## src/hsl2rgb_pkg.sv

```systemverilog
// Shared constants and types for the HSLA to RGBA color converter.
// No dependencies; imported by hsla_to_rgba_core.
package hsl2rgb_pkg;

    // Default fraction width of the internal fixed-point values
    localparam int FRAC_BITS_DEF = 16;

    // 65535 stands for one on every 16-bit field
    localparam logic [15:0] IO_ONE  = 16'hFFFF;
    localparam logic [15:0] IO_HALF = 16'h7FFF;

    // 65535^2, its rounding half, and 2^32 - 65535^2
    localparam logic [32:0] DEN      = 33'd4294836225;
    localparam logic [31:0] DEN_HALF = 32'd2147418112;
    localparam logic [16:0] DEN_GAP  = 17'd131071;

    // Hue sectors, one sixth of a turn each
    typedef enum logic [2:0] {
        SEC_RED_YEL = 3'd0,
        SEC_YEL_GRN = 3'd1,
        SEC_GRN_CYN = 3'd2,
        SEC_CYN_BLU = 3'd3,
        SEC_BLU_MAG = 3'd4,
        SEC_MAG_RED = 3'd5
    } t_sector;

endpackage

```

## src/hsla_to_rgba_core.sv

```systemverilog
// HSLA to RGBA color converter, seven-stage pipeline.
// Depends on hsl2rgb_pkg for constants and the hue sector type.
//
// Usage:
//   Input channel:  i_valid, i_hue, i_saturation, i_lightness, i_alpha_in,
//                   o_stall. A request is taken at a clock edge with i_valid
//                   high and o_stall low.
//   Output channel: o_valid, o_red, o_green, o_blue, o_alpha_out, i_stall.
//                   A result is taken at a clock edge with o_valid high and
//                   i_stall low.
//   A request passes through stage registers one to seven in order.
//   Throughput: one request per cycle when not stalled. Each stage has its
//   own valid bit and loads whenever it is empty or the stage after it
//   moves, so empty slots close up while the receiver stalls and new
//   requests keep entering until all seven stages are full. A stalled
//   result holds on the outputs.
//   Division by 65535 and 65535^2 is done with shift/add estimates and two
//   correction steps spread over stages two to four; stage one forms the
//   16x16 chroma product and stage five chroma times sector position.
//   Reset (synchronous, active low) clears all valid bits; data registers
//   are not reset. There is no configuration and no state between requests.
module hsla_to_rgba_core
    import hsl2rgb_pkg::*;
#(
    parameter int FRAC_BITS = FRAC_BITS_DEF
) (
    input  logic        i_clk,
    input  logic        i_rst_n,
    input  logic        i_valid,
    output logic        o_stall,
    input  logic [15:0] i_hue,
    input  logic [15:0] i_saturation,
    input  logic [15:0] i_lightness,
    input  logic [15:0] i_alpha_in,
    output logic        o_valid,
    input  logic        i_stall,
    output logic [15:0] o_red,
    output logic [15:0] o_green,
    output logic [15:0] o_blue,
    output logic [15:0] o_alpha_out
);

    localparam int F     = FRAC_BITS;
    localparam int NW    = 33 + F;
    localparam int R0W   = (F + 17 > 32) ? F + 18 : 33;
    localparam int Q1W   = R0W - 32;
    localparam int LAW   = 17 + F;
    localparam int LRW   = ((F > 16) ? F : 16) + 1;
    localparam int LQ1W  = LRW - 16;
    localparam int CW    = F + 3;
    localparam int XPW   = F + 18;
    localparam int PW    = F + 19;
    localparam int NST   = 7;

    // to_channel: round v * 65535 / 2^(F+1), clamp to 0..65535
    function automatic logic [15:0] to_channel(input logic signed [CW-1:0] v);
        logic [PW-1:0] p;
        logic [PW-1:0] r;
        begin
            p = (PW'(unsigned'(v)) << 16) - PW'(unsigned'(v)) + (PW'(1) << F);
            r = p >> (F + 1);
            if (v <= 0) begin
                to_channel = 16'd0;
            end else if (r > PW'(IO_ONE)) begin
                to_channel = IO_ONE;
            end else begin
                to_channel = r[15:0];
            end
        end
    endfunction

    logic [NST:1] r_vld;
    logic [NST:1] w_adv;

    always_comb begin
        w_adv[NST] = !r_vld[NST] || !i_stall;
        for (int k = NST - 1; k >= 1; k--) begin
            w_adv[k] = !r_vld[k] || w_adv[k+1];
        end
    end

    assign o_stall = !w_adv[1];
    assign o_valid = r_vld[NST];

    always_ff @(posedge i_clk) begin
        if (!i_rst_n) begin
            r_vld <= '0;
        end else begin
            if (w_adv[1]) begin
                r_vld[1] <= i_valid;
            end
            for (int k = 2; k <= NST; k++) begin
                if (w_adv[k]) begin
                    r_vld[k] <= r_vld[k-1];
                end
            end
        end
    end

    // ---------------- stage 1: chroma product, hue sector ----------------
    logic [16:0] n_s1_twol;
    logic [15:0] n_s1_dist;
    logic [15:0] n_s1_t;
    logic [18:0] n_s1_h6;
    logic [31:0] n_s1_ts;
    logic [16:0] n_s1_w;

    logic [31:0] r_s1_ts;
    logic [15:0] r_s1_lig;
    t_sector     r_s1_sec;
    logic [16:0] r_s1_w;
    logic [15:0] r_s1_alp;

    always_comb begin
        n_s1_twol = {i_lightness, 1'b0};
        if (n_s1_twol >= {1'b0, IO_ONE}) begin
            n_s1_dist = 16'(n_s1_twol - {1'b0, IO_ONE});
        end else begin
            n_s1_dist = 16'({1'b0, IO_ONE} - n_s1_twol);
        end
        n_s1_t  = IO_ONE - n_s1_dist;
        n_s1_ts = n_s1_t * i_saturation;
        n_s1_h6 = {1'b0, i_hue, 2'b00} + {2'b00, i_hue, 1'b0};
        // odd sectors use the falling edge of the position
        if (n_s1_h6[16]) begin
            n_s1_w = 17'h10000 - {1'b0, n_s1_h6[15:0]};
        end else begin
            n_s1_w = {1'b0, n_s1_h6[15:0]};
        end
    end

    always_ff @(posedge i_clk) begin
        if (w_adv[1]) begin
            r_s1_ts  <= n_s1_ts;
            r_s1_lig <= i_lightness;
            r_s1_sec <= t_sector'(n_s1_h6[18:16]);
            r_s1_w   <= n_s1_w;
            r_s1_alp <= i_alpha_in;
        end
    end

    // ---------------- stage 2: first quotient estimates ----------------
    logic [NW-1:0]  n_s2_num;
    logic [F:0]     n_s2_q0;
    logic [R0W-1:0] n_s2_r0;
    logic [LAW-1:0] n_s2_lnum;
    logic [F:0]     n_s2_lq0;
    logic [LRW-1:0] n_s2_lr0;

    logic [F:0]     r_s2_q0;
    logic [R0W-1:0] r_s2_r0;
    logic [F:0]     r_s2_lq0;
    logic [LRW-1:0] r_s2_lr0;
    t_sector        r_s2_sec;
    logic [16:0]    r_s2_w;
    logic [15:0]    r_s2_alp;

    always_comb begin
        // 2^32 = DEN + DEN_GAP, so num = q0*DEN + (lo + q0*DEN_GAP)
        n_s2_num = (NW'(r_s1_ts) << F) + NW'(DEN_HALF);
        n_s2_q0  = n_s2_num[NW-1:32];
        n_s2_r0  = R0W'(n_s2_num[31:0]) + (R0W'(n_s2_q0) << 17) - R0W'(n_s2_q0);
        // 2^16 = 65535 + 1
        n_s2_lnum = (LAW'(r_s1_lig) << F) + LAW'(IO_HALF);
        n_s2_lq0  = n_s2_lnum[LAW-1:16];
        n_s2_lr0  = LRW'(n_s2_lnum[15:0]) + LRW'(n_s2_lq0);
    end

    always_ff @(posedge i_clk) begin
        if (w_adv[2]) begin
            r_s2_q0  <= n_s2_q0;
            r_s2_r0  <= n_s2_r0;
            r_s2_lq0 <= n_s2_lq0;
            r_s2_lr0 <= n_s2_lr0;
            r_s2_sec <= r_s1_sec;
            r_s2_w   <= r_s1_w;
            r_s2_alp <= r_s1_alp;
        end
    end

    // ---------------- stage 3: second estimate ----------------
    logic [Q1W-1:0]  n_s3_q1;
    logic [32:0]     n_s3_r1;
    logic [LQ1W-1:0] n_s3_lq1;
    logic [16:0]     n_s3_lr1;

    logic [F:0]  r_s3_q;
    logic [32:0] r_s3_r1;
    logic [F:0]  r_s3_lq;
    logic [16:0] r_s3_lr1;
    t_sector     r_s3_sec;
    logic [16:0] r_s3_w;
    logic [15:0] r_s3_alp;

    always_comb begin
        n_s3_q1  = r_s2_r0[R0W-1:32];
        n_s3_r1  = {1'b0, r_s2_r0[31:0]} + (33'(n_s3_q1) << 17) - 33'(n_s3_q1);
        n_s3_lq1 = r_s2_lr0[LRW-1:16];
        n_s3_lr1 = {1'b0, r_s2_lr0[15:0]} + 17'(n_s3_lq1);
    end

    always_ff @(posedge i_clk) begin
        if (w_adv[3]) begin
            r_s3_q   <= (F+1)'(r_s2_q0) + (F+1)'(n_s3_q1);
            r_s3_r1  <= n_s3_r1;
            r_s3_lq  <= (F+1)'(r_s2_lq0) + (F+1)'(n_s3_lq1);
            r_s3_lr1 <= n_s3_lr1;
            r_s3_sec <= r_s2_sec;
            r_s3_w   <= r_s2_w;
            r_s3_alp <= r_s2_alp;
        end
    end

    // ---------------- stage 4: final correction ----------------
    logic [F:0]  r_s4_cq;
    logic [F:0]  r_s4_lq;
    t_sector     r_s4_sec;
    logic [16:0] r_s4_w;
    logic [15:0] r_s4_alp;

    always_ff @(posedge i_clk) begin
        if (w_adv[4]) begin
            r_s4_cq  <= r_s3_q + (F+1)'(r_s3_r1 >= DEN);
            r_s4_lq  <= r_s3_lq + (F+1)'(r_s3_lr1 >= {1'b0, IO_ONE});
            r_s4_sec <= r_s3_sec;
            r_s4_w   <= r_s3_w;
            r_s4_alp <= r_s3_alp;
        end
    end

    // ---------------- stage 5: x component, offset ----------------
    logic [XPW-1:0]       n_s5_xp;
    logic signed [CW-1:0] n_s5_m2;

    logic [F:0]           r_s5_xq;
    logic [F:0]           r_s5_cq;
    logic signed [CW-1:0] r_s5_m2;
    t_sector              r_s5_sec;
    logic [15:0]          r_s5_alp;

    always_comb begin
        n_s5_xp = XPW'(r_s4_cq) * XPW'(r_s4_w) + XPW'(17'h08000);
        n_s5_m2 = signed'(CW'(r_s4_lq) << 1) - signed'(CW'(r_s4_cq));
    end

    always_ff @(posedge i_clk) begin
        if (w_adv[5]) begin
            r_s5_xq  <= n_s5_xp[F+16:16];
            r_s5_cq  <= r_s4_cq;
            r_s5_m2  <= n_s5_m2;
            r_s5_sec <= r_s4_sec;
            r_s5_alp <= r_s4_alp;
        end
    end

    // ---------------- stage 6: sector placement ----------------
    logic signed [CW-1:0] n_s6_c2;
    logic signed [CW-1:0] n_s6_x2;
    logic signed [CW-1:0] n_s6_r;
    logic signed [CW-1:0] n_s6_g;
    logic signed [CW-1:0] n_s6_b;

    logic signed [CW-1:0] r_s6_r;
    logic signed [CW-1:0] r_s6_g;
    logic signed [CW-1:0] r_s6_b;
    logic [15:0]          r_s6_alp;

    always_comb begin
        n_s6_c2 = signed'(CW'(r_s5_cq) << 1);
        n_s6_x2 = signed'(CW'(r_s5_xq) << 1);
        n_s6_r  = r_s5_m2;
        n_s6_g  = r_s5_m2;
        n_s6_b  = r_s5_m2;
        case (r_s5_sec)
            SEC_RED_YEL: begin
                n_s6_r = r_s5_m2 + n_s6_c2;
                n_s6_g = r_s5_m2 + n_s6_x2;
            end
            SEC_YEL_GRN: begin
                n_s6_r = r_s5_m2 + n_s6_x2;
                n_s6_g = r_s5_m2 + n_s6_c2;
            end
            SEC_GRN_CYN: begin
                n_s6_g = r_s5_m2 + n_s6_c2;
                n_s6_b = r_s5_m2 + n_s6_x2;
            end
            SEC_CYN_BLU: begin
                n_s6_g = r_s5_m2 + n_s6_x2;
                n_s6_b = r_s5_m2 + n_s6_c2;
            end
            SEC_BLU_MAG: begin
                n_s6_r = r_s5_m2 + n_s6_x2;
                n_s6_b = r_s5_m2 + n_s6_c2;
            end
            default: begin
                n_s6_r = r_s5_m2 + n_s6_c2;
                n_s6_b = r_s5_m2 + n_s6_x2;
            end
        endcase
    end

    always_ff @(posedge i_clk) begin
        if (w_adv[6]) begin
            r_s6_r   <= n_s6_r;
            r_s6_g   <= n_s6_g;
            r_s6_b   <= n_s6_b;
            r_s6_alp <= r_s5_alp;
        end
    end

    // ---------------- stage 7: scale to 16 bits, output registers ----------------
    logic [15:0] r_s7_red;
    logic [15:0] r_s7_green;
    logic [15:0] r_s7_blue;
    logic [15:0] r_s7_alp;

    always_ff @(posedge i_clk) begin
        if (w_adv[7]) begin
            r_s7_red   <= to_channel(r_s6_r);
            r_s7_green <= to_channel(r_s6_g);
            r_s7_blue  <= to_channel(r_s6_b);
            r_s7_alp   <= r_s6_alp;
        end
    end

    assign o_red       = r_s7_red;
    assign o_green     = r_s7_green;
    assign o_blue      = r_s7_blue;
    assign o_alpha_out = r_s7_alp;

endmodule

```

## config.mk

```make
export PLATFORM = sky130hd
export DESIGN_NAME = hsla_to_rgba_core
export DESIGN_NICKNAME = d
export VERILOG_FILES = /design/src/hsl2rgb_pkg.sv /design/src/hsla_to_rgba_core.sv
export SDC_FILE = /design/constraint.sdc
export NUM_CORES = 2
export LEC_CHECK = 0
export ABC_CLOCK_PERIOD_IN_PS = 11100
export BUFFER_PORTS_ARGS = -buffer_cell sky130_fd_sc_hd__buf_2
export CORE_ASPECT_RATIO = 1.5
export CORE_MARGIN = 10
export CORE_UTILIZATION = 65
export DETAILED_ROUTE_END_ITERATION = 12
export GPL_TIMING_DRIVEN = 0
export PLACE_DENSITY_LB_ADDON = 0.12
export SYNTH_ARGS = -nofsm -noshare
export SYNTH_HDL_FRONTEND = slang
export SYNTH_SLANG_ARGS = --single-unit
```

## constraint.sdc

```tcl
create_clock -name i_clk -period 11.1 [get_ports i_clk]
set_input_delay 1.11 -clock i_clk [delete_from_list [all_inputs] [get_ports i_clk]]
set_output_delay 1.11 -clock i_clk [all_outputs]
set_load 0.01 [all_outputs]
```

==> flow_summary.json <==
{
  "outcome": "completed",
  "die_h_um": 356,
  "ys_ff_latch": 600,
  "synthToLayoutAreaGrowth_pct": 7.98,
  "start_kind": "primary input",
  "crit_type": "primary input to flip-flop",
  "required_ns": 11.48,
  "drt_iter0_markers": 1812,
  "seq_area_um2": 17900,
  "cts_buffer_depth": 3,
  "vias": 34007,
  "async_reset_ff_frac": 0,
  "worst_pin_slew_ns": 1.11,
  "synth_ff_type": "edfxtp_1",
  "postSynthCellCount": 4635,
  "drc": 0,
  "post_cts_buffers": 0,
  "cts.sinks": 600,
  "crit_path_end_kind": "flip-flop",
  "relSlewSlack": 0.257,
  "first_global_vias": 35604,
  "setup_viol": 0,
  "clk_latency_ns": 0.64,
  "hpwlAfterDp_um": 96500,
  "ant_nets": 0,
  "cts-htree-levels": 2,
  "synth_warnings": 0,
  "synth_cell_type_count": 108,
  "hold_viol": 0,
  "wl_um": 119000,
  "grt.total_usage": 0.277,
  "synthesis.area_um2": 49000,
  "fin_crit_sh": 0.877,
  "maxCapViolCount": 0,
  "final_common_cell": "inv_1",
  "tns_ns": 0,
  "grt_pass1_wl_um": 188000,
  "grt_max_degree": 80,
  "max_freq_ghz": 0.103,
  "cts_tree": "yes",
  "clockRootBuffer": "clkbuf_16",
  "cts_resized": 0,
  "start_util": 0.654,
  "io_pins": 134,
  "final_cell_mix": "738 x inv_1, 593 x edfxtp_1, 462 x ha_1",
  "vias_per_cell": 5.79,
  "nNetsFinal": 5756,
  "numCtsBuffers": 57,
  "die_area_um2": 87000,
  "worstPathMaxFanout": 10,
  "hold_class": "flip-flop to flip-flop",
  "rsz0062_at_grt": "no",
  "core_um2": 74900,
  "rows": 123,
  "seq_area_frac_synth": 0.366,
  "portBuffers": 133,
  "place.gp.congestion": 0.971,
  "syn-num-nets": 5558,
  "first_pass_iters": 6,
  "synth_area_per_cell_um2": 10.6,
  "cts.reportedPaths.clkPinSlew_ns": 0.07,
  "dieWidth_um": 244,
  "wl_per_cell_um": 20.2,
  "layout-drive-gt1-share": 0.0638,
  "holdWs_ns": 0.413,
  "fillers": 5696,
  "grt-ovfl-total": 0,
  "final-max-slew-violation-count": 0,
  "skew_ns": 0.0300,
  "antenna_found_initial": 0,
  "min_period_ns": 9.74,
  "synth_edf_count": 593,
  "crit_arrival_ns": 10.12,
  "multi_input_area_um2": 27900,
  "ctsHoldBuffers": 0
}
sequential cells by signal, summed over array words and instances, names as in the netlist, 18 cells and up:
signal and cells:
r_s6_g 18, r_s6_b 18, r_s5_m2 18, r_s3_r1 32, r_s6_r 19, r_s1_ts 31, r_s2_r0 33
cells in the mapped netlist (10+ instances only):
cell type    n  area (um2)
a211o_1     10        87.6
a211oi_1    18         135
a21o_1      61         458
a21oi_1    209        1050
a221o_1     11         110
a22oi_1     13        97.6
a31oi_1     19         119
and2_1     261        1630
and3_1      45         282
and4_1      11        96.3
clkbuf_1   104         390
edfxtp_1   593       17800
fa_1       393        7870
ha_1       462        5780
inv_1      741        2780
nand2_1    413        1550
nand2b_1    28         175
nand3_1     90         450
nand3b_1    14         105
nand4_1     39         244
nor2_1     225         845
nor2b_1     30         188
nor3_1      70         350
nor3b_1     10        75.1
nor4_1      19         119
o2111ai_1   10        87.6
o211ai_1    12        90.1
o21a_1      28         210
o21ai_0     94         470
o21bai_1    21         158
o22ai_1     14        87.6
o31ai_1     14         105
or2_2       19         119
or3_1       30         188
xnor2_1    213        1870
xor2_1     130        1140
per-layer routing:
metal | wire length [um] | global-route usage | share of wire
met1 | 39700 | 0.272 | 0.33
met5 | 0 | 0 | 0
met3 | 4820 | 0.0326 | 0.041
met2 | 65400 | 0.533 | 0.55
met4 | 8980 | 0.189 | 0.075
critical path, stage by stage:
cell and delay [ns]:
buf_2 0.17, clkbuf_1 0.31, clkbuf_1 0.62, xor2_1 0.82, clkbuf_1 0.60, nand2_1 0.18
fa_1 0.59, fa_1 0.44, fa_1 0.52, inv_1 0.05, fa_1 0.47, fa_1 0.56
inv_1 0.06, fa_1 0.53, inv_1 0.04, ha_1 0.35, nand3_1 0.12, o41ai_1 0.84
a211oi_1 0.29, o41a_1 0.57, nor3b_1 0.36, nand4_1 0.18, a31o_1 0.22, xnor2_1 0.12
per-stage QoR:
stage,util,area (um2),worst slack [ns],std cells
2_1_floorplan,-,49000,2.77,4635
3_3_place_gp,0.680,50900,0.830,5768
3_5_place_dp,0.682,51100,0.714,5774
4_1_cts,0.706,52900,1.38,5876
5_1_grt,0.706,52900,0.931,5876
6_report,0.706,52900,1.36,5878
layout make-up:
class / instances / area share
tap: 1000 / 0.0236
antenna: 2 / 0.0000946
timing repair buffer: 139 / 0.0154
inverter: 743 / 0.0528
buffer: 110 / 0.00811
multi-input combinational: 3182 / 0.527
sequential: 600 / 0.339
clock buffer: 69 / 0.0286
clock inverter: 33 / 0.00565
path summary, 6_finish.rpt:
check                                      from           to  slack, ns  cells after the start
worst max-delay path            i_lightness[15]  r_s1_ts[31]       1.36                     24
worst min-delay path                  r_s2_w[6]    r_s3_w[6]       0.41                      0
worst max register to register       r_s4_cq[1]  r_s5_xq[10]       3.56                     20
worst min register to register        r_s2_w[6]    r_s3_w[6]       0.41                      0
logic make-up after synthesis:
group,synth area share
mux,0.00212
buf+inv,0.0657
fa+ha+maj,0.278
xor+xnor,0.0625
flops,0.366
simple gates,0.137
compound gates,0.0886
Power is not shown: default switching activity piles up to over one toggle a cycle in this logic, so the estimate is an artifact.
